<file path="src/tff_pkg.sv">
// ----------------------------------------------------------------------------
// Tool frame package
// Shared types and constants of the tool frame pipeline.
// ----------------------------------------------------------------------------
package tff_pkg;

   localparam int unsigned SQRT_STEPS = 32;
   localparam int unsigned QUOT_BITS  = 15;

   localparam logic [15:0] DIR_X_RESET = 16'h0000;
   localparam logic [15:0] DIR_Y_RESET = 16'h4000;
   localparam logic [15:0] DIR_Z_RESET = 16'h0000;

   typedef enum logic [1:0] {
      CSR_DIR_X = 2'd0,
      CSR_DIR_Y = 2'd1,
      CSR_DIR_Z = 2'd2
   } csr_index_type;

   typedef logic [2:0][15:0] vec_type;
   typedef logic [2:0][32:0] cvec_type;

   typedef struct packed {
      vec_type z;
      vec_type xa;
      logic    bad;
   } tag_type;

   typedef struct packed {
      tag_type          tag;
      logic [2:0][31:0] mag;
      logic [2:0]       neg;
      logic             zero;
      logic [63:0]      s;
      logic [33:0]      rem;
      logic [31:0]      root;
   } sq_type;

   typedef struct packed {
      tag_type                    tag;
      logic [2:0]                 neg;
      logic                       zero;
      logic [32:0]                d;
      logic [2:0][32:0]           rem;
      logic [2:0][QUOT_BITS-1:0]  nlo;
      logic [2:0][QUOT_BITS-1:0]  q;
   } dv_type;

endpackage

</file>
<file path="src/tff_cross.sv">
// ----------------------------------------------------------------------------
// Cross product stage
// Two register stages: six products, then the three differences.
// ----------------------------------------------------------------------------
module tff_cross import tff_pkg::*; (
   input  logic     clock,
   input  logic     reset,
   input  logic     in_valid,
   input  vec_type  in_a,
   input  vec_type  in_b,
   input  tag_type  in_tag,
   output logic     out_valid,
   output cvec_type out_c,
   output tag_type  out_tag
);

   logic signed [31:0] prod_in [6];
   logic signed [31:0] prod_ff [6];
   tag_type            tag1_ff;
   logic               v1_ff;
   cvec_type           c_in;
   cvec_type           c_ff;
   tag_type            tag2_ff;
   logic               v2_ff;

   always_comb begin
      prod_in[0] = $signed(in_a[1]) * $signed(in_b[2]);
      prod_in[1] = $signed(in_a[2]) * $signed(in_b[1]);
      prod_in[2] = $signed(in_a[2]) * $signed(in_b[0]);
      prod_in[3] = $signed(in_a[0]) * $signed(in_b[2]);
      prod_in[4] = $signed(in_a[0]) * $signed(in_b[1]);
      prod_in[5] = $signed(in_a[1]) * $signed(in_b[0]);
   end

   always_comb begin
      for (int i = 0; i < 3; i++) begin
         c_in[i] = {prod_ff[2*i][31], prod_ff[2*i]} - {prod_ff[2*i+1][31], prod_ff[2*i+1]};
      end
   end

   always_ff @(posedge clock) begin
      if (reset) begin
         v1_ff <= 1'b0;
         v2_ff <= 1'b0;
      end else begin
         v1_ff <= in_valid;
         v2_ff <= v1_ff;
      end
   end

   always_ff @(posedge clock) begin
      prod_ff <= prod_in;
      tag1_ff <= in_tag;
      c_ff    <= c_in;
      tag2_ff <= tag1_ff;
   end

   assign out_valid = v2_ff;
   assign out_c     = c_ff;
   assign out_tag   = tag2_ff;

endmodule

</file>
<file path="config.mk">
export PLATFORM = sky130hd
export DESIGN_NAME = tff_cross
export DESIGN_NICKNAME = d
export VERILOG_FILES = /design/src/tff_pkg.sv /design/src/tff_cross.sv
export SDC_FILE = /design/constraint.sdc
export NUM_CORES = 2
export LEC_CHECK = 0
export BUFFER_PORTS_ARGS = -buffer_cell sky130_fd_sc_hd__buf_2
export CELL_PAD_IN_SITES_DETAIL_PLACEMENT = 0
export CELL_PAD_IN_SITES_GLOBAL_PLACEMENT = 2
export CORE_MARGIN = 8
export CORE_UTILIZATION = 42
export CTS_BUF_LIST = sky130_fd_sc_hd__clkbuf_8
export DETAILED_ROUTE_END_ITERATION = 7
export HOLD_SLACK_MARGIN = 0.08
export PLACE_DENSITY = 0.91
export SYNTH_ARGS = -nofsm -noshare
export SYNTH_HDL_FRONTEND = slang
export SYNTH_SLANG_ARGS = --single-unit
</file>
<file path="constraint.sdc">
create_clock -name clock -period 8.7 [get_ports clock]
set_clock_uncertainty 0.2 [all_clocks]
set_input_delay 1.74 -clock clock [delete_from_list [all_inputs] [get_ports clock]]
set_output_delay 1.74 -clock clock [all_outputs]
set_load 0.02 [all_outputs]
</file>
== Word-level counts from Yosys, hierarchy flattened ==
Cells that the tools add are included.

* Bitwise gates (word level): 0
* Mux-type cells: 0
* Equality and inequality tests: 0
* Div/mod/pow operators: 0
* Shift-type cells: 0
* Magnitude comparators: 0
* Reduce and logical (&&, ||, !) cells: 0
* Multiply operators: 6
* Add/sub/neg operators: 3

{| class="wikitable"
|+ Operators by type and width
! operator !! number
|-
| multiplier 16 x 16 -> 32 bit || 6
|-
| subtractor 32 x 32 -> 33 bit || 3
|}

* Latch bits: 0
* Memories kept: 0
* Memory bits (writable): 0
* Memory bits (read-only): 0
* Register bits: 487

== Depth between registers and ports, before layout ==
* Depth after elaboration: 1
* Depth in mapped cells: 25
* Mapped depth without buffers: 24

== Worst setup path after synthesis ==
OpenSTA, ideal clock, no wires.

* Path kind: input-to-reg
* Start point: in in_a[15] in the netlist's numbering
* End point: reg prod_ff[63] in the netlist's numbering
* Arrival time: 7400 ps
* Cell stages on the path: 21
* Path slack: 1028 ps
* Cells stage by stage: clkbuf_1 nand2_1 inv_1 fa_1 fa_1 fa_1 fa_1 fa_1 inv_1 fa_1 inv_1 ha_1 inv_1 o21bai_1 a31o_2 a31oi_1 nor4bb_1 nor2_1 a211o_1 a21oi_1 xnor2_1

{| class="wikitable"
|+ RTL lines
! item !! RTL line !! RTL
|-
| start: declaration || tff_cross.sv:9 || <nowiki>input vec_type in_a,</nowiki>
|-
| end signal: assignment || tff_cross.sv:52 || <nowiki>prod_ff <= prod_in;</nowiki>
|-
| end: declaration || tff_cross.sv:18 || <nowiki>logic signed [31:0] prod_ff [6];</nowiki>
|}

==> reports/qor.json <==
{
  "run_status": {
    "outcome": "complete, no violations"
  },
  "detailed_routing": {
    "route.detailed.drc": 0,
    "drt_iter0_drc": 2608,
    "drt-pass1-iter-count": 7,
    "detailroute.via_count": 51180,
    "drtAntennaViolNets": 0,
    "detail_route.wl_per_cell_um": 18.18,
    "detail_route.vias_per_cell": 4.887,
    "wl_mm": 190.4
  },
  "logic_synthesis": {
    "ys_async_sr_fraction_pct": 0,
    "ys_seq_area_share_pct": 13.28,
    "synth_largest_area_cell": "sky130_fd_sc_hd__fa_1",
    "syn_avg_cell_area_um2": 9.505,
    "synth.distinct_cells": 81,
    "synthesis.nets": 10080,
    "synthCells": 7725,
    "synth_edf_count": 0,
    "netlist_top_cells_area": "sky130_fd_sc_hd__fa_1 (43%), sky130_fd_sc_hd__dfxtp_1 (13%), sky130_fd_sc_hd__ha_1 (10%)",
    "synth.most_common_cell": "sky130_fd_sc_hd__inv_1",
    "post_synth_instance_area_um2": 73430,
    "ys_ff_latch": 487,
    "post-synth-top-area-fraction_pct": 42.94,
    "synth_common_cells": "sky130_fd_sc_hd__inv_1 (1847), sky130_fd_sc_hd__fa_1 (1575), sky130_fd_sc_hd__nand2_1 (794)",
    "yosys_warnings": 0,
    "ys_dominant_reg_cell": "sky130_fd_sc_hd__dfxtp_1"
  },
  "die": {
    "core_um2": 173800,
    "i_o_pin_total": 393,
    "floorplan.die_area_um2": 188500,
    "start_util_pct": 42.24,
    "die_height_um": 434.1,
    "placement_rows": 153,
    "die_width_um": 434.1
  },
  "finish": {
    "drive_gt1_share_pct": 8.885,
    "nets": 10420,
    "area.growth.synth_to_final_pct": 9.652
  },
  "global_route": {
    "grt_util_met3_pct": 3.568,
    "initial_antenna_violation_count": 25,
    "largest_net_degree_at_the_start_of_global_routing": 33,
    "groute.layer.met2.usage_pct": 35.23,
    "first_global_vias": 56520,
    "grt_first_pass_wirelength_mm": 309.7,
    "overflow_left_after_global_routing": 0,
    "grt_max_usage_layer": "met2",
    "met1_usage_pct": 26.78,
    "grtUsageTotal_pct": 20.73
  },
  "setup_path": {
    "timing.critical_path.cells": "buf_2 > nand2_1 > inv_1 > fa_1 > inv_1 > fa_1 > fa_1 > inv_1 > fa_1 > fa_1 > inv_1 > fa_1 > inv_1 > ha_1 > a21o_1 > a21oi_1 > o211ai_1 > a21o_1 > a21oi_2 > o21ai_1 > o41ai_2 > o2111ai_1 > a21oi_1 > xnor2_1",
    "path_max_fanout": 24,
    "cp.arrival_ps": 8070,
    "critical-path-max-stage-delay_ps": 600,
    "setup.worst_path.end_class": "flip-flop",
    "critPathSlowestCell": "sky130_fd_sc_hd__buf_2",
    "timing_worst_setup_path_type": "input port to flip-flop",
    "worstPathRequired_ps": 9130,
    "timing.critical_path.from_type": "input port",
    "cpMostUsedCell": "sky130_fd_sc_hd__fa_1"
  },
  "placement": {
    "finalWeightedCongestion": 0.8669,
    "port_buffers": 392,
    "hpwl_mm": 160.8
  },
  "sta": {
    "fmax_mhz": 131.0,
    "post-route-period-util_pct": 87.74,
    "timing.final.hold_violations": 0,
    "maxSlewHeadroom_pct": 40.31,
    "setup_tns_ps": 0,
    "number_of_setup_violations_in_the_final_report": 0,
    "rsz0062_at_grt": "no",
    "drv_slew": 0,
    "tightestPinTransition_ps": 895.3,
    "fin_crit_ps": 7633
  },
  "hold_path": {
    "worst_hold_path_type": "flip-flop to flip-flop"
  },
  "clock_network": {
    "cts.hold.buffers_added": 0,
    "cts_buffer_depth": 3,
    "post_cts_buffers": 0,
    "cts-htree-levels": 3,
    "clkLatencyLatePin_ps": 800,
    "clock_sink_count": 487,
    "path_clk_slew_ps": 60,
    "post_cts_resized": 0,
    "total_clock_buffers_created_by_cts": 89,
    "clockRootBuffer": "sky130_fd_sc_hd__clkbuf_8",
    "cts_tree": "built"
  },
  "job": {
    "max_cap_violations": 0
  }
}
==> per-layer routing <==
layer,vias up,wire [um],share of wire [%]
li1,23500,-,-
met2,1353,90970,48
met5,-,20,0.011
met4,4,6963,3.7
met3,334,11680,6.1
met1,25980,80720,42
==> registers in the layout (all words and copies together) (netlist names) <==
signal	cells
prod_ff	192
out_valid	1
out_tag	97
tag1_ff	97
v1_ff	1
out_c	99
==> per-stage QoR <==
step / utilization, % / cell area (um2) / setup WS (ps) / hold slack (ps) / std cells
CTS: 46.31 / 80490 / 1214 / 111.4 / 10460
floorplan: - / 73430 / 1028 / 109.6 / 7725
finish: 46.32 / 80510 / 1067 / 101.3 / 10470
global placement: 45.14 / 78460 / 394.5 / 109.6 / 10300
detailed placement: 45.14 / 78460 / 289.8 / 112.1 / 10300
global route: 46.32 / 80510 / 705.6 / 121.0 / 10470
==> layout by cell type, fill, tap and decap left out, types with 195 or more instances in the layout <==
cell / Yosys / final
sky130_fd_sc_hd__dfxtp_1: 487 / 487
sky130_fd_sc_hd__nand2_1: 794 / 794
sky130_fd_sc_hd__nor2_1: 212 / 212
sky130_fd_sc_hd__and2_1: 748 / 748
sky130_fd_sc_hd__fa_1: 1575 / 1575
sky130_fd_sc_hd__ha_1: 588 / 588
sky130_fd_sc_hd__inv_1: 1847 / 1870
sky130_fd_sc_hd__buf_2: 0 / 392
sky130_fd_sc_hd__xnor2_1: 225 / 225
sky130_fd_sc_hd__a21oi_1: 195 / 195
==> logic make-up after synthesis <==
kind of cell    Yosys count  synth area share (%)
compound gates          631                 5.710
xor+xnor                291                 3.471
fa+ha+maj              2163                 52.96
buf+inv                2151                 11.00
flops                   487                 13.28
mux                       5               0.06987
simple gates           1997                 13.51
==> final cells by class <==
| cell class | instances | area [um2] |
|---|---|---|
| multi-input cells | 5087 | 55600 |
| clock inverters | 60 | 586.8 |
| well taps | 2325 | 2909 |
| inverters | 1848 | 6937 |
| clock buffers | 105 | 1445 |
| repair buffers | 550 | 3261 |
| flip-flops and latches | 487 | 9749 |
| fillers | 16820 | 93310 |
| diodes | 9 | 22.52 |
==> path summary, 6_finish.rpt <==
path,slack [ps],depth (start not counted),startpoint,end
setup / recovery,1070,24,in_b[1],prod_ff[127]$_DFF_P_
hold / removal,100,0,tag1_ff[13]$_DFF_P_,out_tag[13]$_DFF_P_
setup reg to reg,5140,13,prod_ff[32]$_DFF_P_,out_c[98]$_DFF_P_
hold reg to reg,100,0,tag1_ff[13]$_DFF_P_,out_tag[13]$_DFF_P_
==> worst max-delay path, delay by kind of cell <==
kind                       cells  cell delay, ps
and+or+nand+nor                1             210
adders and majority gates      7            3180
buffers and inverters          6            1020
xor gates and xnor gates       1              70
AOI/OAI and AO/OA              9            1770
Power is not shown: default switching activity piles up to over one toggle a cycle in this logic, so the estimate is an artifact.
